==> config.mk <==
export PLATFORM = sky130hd
export DESIGN_NAME = icc_div
export DESIGN_NICKNAME = d
export VERILOG_FILES = /design/src/rtl/icc_pkg.sv /design/src/rtl/icc_div.sv
export SDC_FILE = /design/constraint.sdc
export NUM_CORES = 1
export LEC_CHECK = 0
export ABC_AREA = 1
export ABC_CLOCK_PERIOD_IN_PS = 2600
export BUFFER_PORTS_ARGS = -buffer_cell sky130_fd_sc_hd__buf_2
export CAP_MARGIN = 0
export CORE_UTILIZATION = 29
export CTS_BUF_LIST = sky130_fd_sc_hd__clkbuf_8 sky130_fd_sc_hd__clkbuf_16
export CTS_CLUSTER_SIZE = 25
export DETAILED_ROUTE_END_ITERATION = 10
export PLACE_DENSITY = 0.57
export SLEW_MARGIN = 25
export SYNTH_ARGS = -nofsm -noshare
export SYNTH_HDL_FRONTEND = slang
export SYNTH_SLANG_ARGS = --single-unit
==> constraint.sdc <==
create_clock -name clk -period 2.6 [get_ports clk]
set_input_delay 0 -clock clk [delete_from_list [all_inputs] [get_ports clk]]
set_output_delay 0 -clock clk [all_outputs]
set_load 0.005 [all_outputs]
==> src/rtl/icc_pkg.sv <==
// ----------------------------------------------------------------------------
// icc_pkg: shared types and constants of the iteration count colormap
// Widths, register indexes, mode codes, the controller states and the
// result bundle of the quotient unit.
// ----------------------------------------------------------------------------
package icc_pkg;

  localparam int VALUE_W   = 16;
  localparam int COLOR_W   = 8;
  localparam int ENTRY_W   = 8;
  localparam int SIZE_W    = 9;
  localparam int PAL_DEPTH = 256;
  localparam int PAL_AW    = $clog2(PAL_DEPTH);
  localparam int MULB_W    = (PAL_AW > COLOR_W) ? PAL_AW : COLOR_W;
  localparam int NUM_W     = VALUE_W + MULB_W;
  localparam int DIV_CW    = $clog2(NUM_W);
  localparam int PADDR_W   = 4;
  localparam int PDATA_W   = 32;
  localparam int RGB_W     = 3 * COLOR_W;

  localparam logic [MULB_W-1:0] GRAY_SCALE = MULB_W'(255);

  localparam logic [1:0] MODE_GRAY = 2'd0;
  localparam logic [1:0] MODE_ABS  = 2'd1;
  localparam logic [1:0] MODE_REL  = 2'd2;

  localparam logic [1:0] REG_MODE = 2'd0;
  localparam logic [1:0] REG_MAX  = 2'd1;
  localparam logic [1:0] REG_MIN  = 2'd2;
  localparam logic [1:0] REG_SIZE = 2'd3;

  localparam logic ACT_LOAD = 1'b0;
  localparam logic ACT_MAP  = 1'b1;

  typedef enum logic [2:0] {
    ST_IDLE,
    ST_MUL,
    ST_DIV,
    ST_READ,
    ST_OUT
  } state_t;

  typedef struct packed {
    logic             done;
    logic [NUM_W-1:0] quo;
    logic             rem_nz;
  } div_res_t;

endpackage

==> src/rtl/icc_div.sv <==
// ----------------------------------------------------------------------------
// icc_div: restoring divider, one quotient bit per cycle
// Takes a numerator and a non-zero denominator on start and reports the
// quotient and whether the remainder is non-zero once all bits are done.
// ----------------------------------------------------------------------------
module icc_div (
  input  logic                              clk,
  input  logic                              rst_n,
  input  logic                              start,
  input  logic [icc_pkg::NUM_W-1:0]         num,
  input  logic [icc_pkg::VALUE_W-1:0]       den,
  output icc_pkg::div_res_t                 res
);

  logic                           busy_r, busy_nxt;
  logic                           done_r, done_nxt;
  logic [icc_pkg::DIV_CW-1:0]     cnt_r, cnt_nxt;
  logic [icc_pkg::NUM_W-1:0]      quo_r, quo_nxt;
  logic [icc_pkg::VALUE_W-1:0]    rem_r, rem_nxt;
  logic [icc_pkg::VALUE_W-1:0]    den_r, den_nxt;
  logic [icc_pkg::VALUE_W:0]      shifted;
  logic [icc_pkg::VALUE_W:0]      trial;
  logic                           fits;

  always_comb begin
    shifted  = {rem_r, quo_r[icc_pkg::NUM_W-1]};
    trial    = shifted - {1'b0, den_r};
    fits     = (shifted >= {1'b0, den_r});
    busy_nxt = busy_r;
    done_nxt = 1'b0;
    cnt_nxt  = cnt_r;
    quo_nxt  = quo_r;
    rem_nxt  = rem_r;
    den_nxt  = den_r;
    if (start) begin
      busy_nxt = 1'b1;
      cnt_nxt  = icc_pkg::DIV_CW'(icc_pkg::NUM_W - 1);
      quo_nxt  = num;
      rem_nxt  = '0;
      den_nxt  = den;
    end else if (busy_r) begin
      quo_nxt = {quo_r[icc_pkg::NUM_W-2:0], fits};
      rem_nxt = fits ? trial[icc_pkg::VALUE_W-1:0] : shifted[icc_pkg::VALUE_W-1:0];
      cnt_nxt = cnt_r - icc_pkg::DIV_CW'(1);
      if (cnt_r == '0) begin
        busy_nxt = 1'b0;
        done_nxt = 1'b1;
      end
    end
  end

  always_ff @(posedge clk) begin
    if (!rst_n) begin
      busy_r <= 1'b0;
      done_r <= 1'b0;
      cnt_r  <= '0;
    end else begin
      busy_r <= busy_nxt;
      done_r <= done_nxt;
      cnt_r  <= cnt_nxt;
    end
  end

  always_ff @(posedge clk) begin
    quo_r <= quo_nxt;
    rem_r <= rem_nxt;
    den_r <= den_nxt;
  end

  assign res.done   = done_r;
  assign res.quo    = quo_r;
  assign res.rem_nz = (rem_r != '0);

endmodule

==> impl_metrics.ini <==
[status]
status = completed

[die]
design.core.area_sq_um = 12300
die_w_um = 115
die_h_um = 115
start_util = 0.302
die_area_sq_um = 13200
fp-row-count = 40
io_pins = 69

[yosys]
synth_area_sq_um = 3710
yosysTopAreaCell = edfxtp_1
syn_avg_cell_area_sq_um = 7.60
synth_flop_cell = edfxtp_1
yosysMostFrequentCell = nand2_1
synth_edf_count = 40
netlist_instances = 488
ys_top_cells_by_area = edfxtp_1, nand2_1, dfxtp_1
synth_top_area_share = 0.324
seq_area_frac_synth = 0.448
yosys-top-cells-count = nand2_1, inv_1, edfxtp_1, nand3_1, dfxtp_1
ys_warn_count = 0
ys_types = 36
async_reset_ff_frac = 0
synth.ff_latch_count = 63
syn_nets = 550

[critical_path]
critPathBufInv = 0
cpLargestDelayFamily = simple AND/OR/NAND/NOR gates
crit_fanout = 18
crit_top_cell = nand2_1
path_cells = ha_1 > a21oi_2 > o21a_1 > nand2_1 > nor2_4 > nand2_4 > nand2_1 > nand3_1 > o21ai_0
reg2reg_from = rem_r[13]$_SDFFE_PP0P_
crit_slowest_cell = ha_1
crit_path_end_kind = flip-flop
cp.required_ns = 2.85
slowest_delay_ns = 0.41
worstSetupPathType = reg -> reg
regToRegSetupSlack_ns = 0.42
start_kind = flip-flop
reg2regPathDepth = 9
r2r-end = rem_r[2]$_SDFFE_PP0P_
worstPathArrival_ns = 2.42

[timing]
fin_crit_sh = 0.837
finClkSkew_ns = 0.00884
drv_slew = 0
slew_headroom = 0.573
setup_viol = 0
fmax_ghz = 0.460
worstMarginPinSlew_ns = 0.640
rsz0062_at_grt = no
min_period_ns = 2.18
hold_violations = 0
setup_tns_ns = 0
setup_ws_ns = 0.425

[final_layout]
final_cells = 773
fill_cells = 1240
areaGrowthSynthToFinish_pct = 33.2
layout.area.seq_sq_um = 1660
num_antenna_cells = 0
final_nets = 662
multi_input_area_sq_um = 1680
drive_gt1_frac = 0.165

[drt]
antenna_left = 0
drc = 0
wl_per_cell_um = 12.5
num_vias = 3413
viasPerCell = 4.42
wl_mm = 9.64
first_pass_iters = 4
drt-initial-drc-count = 179

[hold_path]
hold_end = quo_r[0]$_DFFE_PP_
hold_class = in -> reg
min_from = num[0]
hold_path_depth = 3

[place]
post-place-ws_ns = 0.465
numPortBuffers = 68
dp_cells = 717
gp_congestion = 0.875
dp_hpwl_mm = 7.01

[cts]
path_clk_slew_ns = 0.05
numCtsBuffers = 9
cts-root-buf = clkbuf_16
cts_hold_buf = 40
cts.path.max_buffers = 2
cts_setup_buffers = 0
cts_sinks = 63
htreeDepth = 3
cts_resized = 0
cts_tree = done
clock_latency_ns = 0.33

[global_route]
grt_pass1_wl_mm = 15.9
track_usage = 0.158
antenna_found_initial = 0
grt_pass1_vias = 3406
grt_overflow_total = 0
grt_max_degree = 34

[power_and_ir_drop]
p_per_area_nw_per_um2 = 575
ir_worst_vdd_uv = 432
leakagePower_nw = 2.52
fin_total_pwr_mw = 2.84

[flow_run]
maxCapViolations = 0
[cells in the final DEF, fill, tap and decap left out, drive strengths merged, types with 2 or more instances in the layout]
master       count
nand2          193
inv             81
buf             72
nand3           41
edfxtp          40
dlygate4sd3     40
dfxtp           23
nor2            23
ha              18
a21oi           11
o21ai           11
clkbuf           9
nand3b           7
nand4            6
nor4             5
nor3             4
xnor2            4
clkinvlp         3
a31oi            2
xor2             2
o211ai           2
bufinv           2
[cell families after synthesis]
group,after synthesis,share of synthesized area
buffers and inverters,91,0.0989
and+or+nand+nor,279,0.324
adders and majority gates,19,0.0661
DFF,63,0.448
AOI/OAI and AO/OA,30,0.0486
xor gates and xnor gates,6,0.0142
[worst max path at each step]
stage / endpoint / from / slack [ns] / cells past startpoint
2_1_floorplan: rem_r[14]$_SDFFE_PP0P_ / quo_r[23]$_DFFE_PP_ / 0.79 / 11
3_3_place_gp: rem_r[10]$_SDFFE_PP0P_ / rem_r[13]$_SDFFE_PP0P_ / 0.50 / 9
3_5_place_dp: rem_r[4]$_SDFFE_PP0P_ / rem_r[13]$_SDFFE_PP0P_ / 0.46 / 9
4_1_cts: rem_r[2]$_SDFFE_PP0P_ / rem_r[13]$_SDFFE_PP0P_ / 0.43 / 9
5_1_grt: rem_r[3]$_SDFFE_PP0P_ / den_r[6]$_DFFE_PP_ / 0.24 / 11
6_report: rem_r[2]$_SDFFE_PP0P_ / rem_r[13]$_SDFFE_PP0P_ / 0.42 / 9
[area by class of cell]
class,count,share of cell area
clock buffer,9,0.0456
clock inverter,7,0.0182
inverter,80,0.0608
multi-input combinational,334,0.340
sequential,63,0.336
tap,168,0.0426
timing repair buffer,112,0.156
[worst register-to-register path: stages, from the launching register on]
cell     delay, ns
dfxtp_1       0.34
ha_1          0.41
a21oi_2       0.20
o21a_1        0.16
nand2_1       0.10
nor2_4        0.39
nand2_4       0.23
nand2_1       0.12
nand3_1       0.06
o21ai_0       0.09
[stage by stage]
stage | util | hold slack [ns] | instance area, sq um
floorplan | - | 0.0989 | 3710
global placement | 0.344 | 0.177 | 4220
detailed placement | 0.344 | 0.179 | 4220
CTS | 0.403 | 0.0557 | 4940
global route | 0.403 | 0.0918 | 4940
finish | 0.403 | 0.0433 | 4940
[flip-flops by register name (all words and copies together) (netlist names)]
| name | count |
|---|---|
| busy_r | 1 |
| cnt_r | 5 |
| den_r | 16 |
| done_r | 1 |
| quo_r | 24 |
| rem_r | 16 |
[routing by layer]
layer | track usage | vias to the layer above | routed length, um
met5 | 0 | - | 0
met4 | 0.0580 | 0 | 146
met1 | 0.198 | 1530 | 4550
li1 | - | 1781 | -
met2 | 0.268 | 93 | 4460
met3 | 0.0322 | 9 | 477
[power breakdown]
part,internal (mW),switching (mW)
Clock,0.830,0.429
Combinational,0.173,0.221
Sequential,1.15,0.0348
Power figures use the tool's default switching activity.
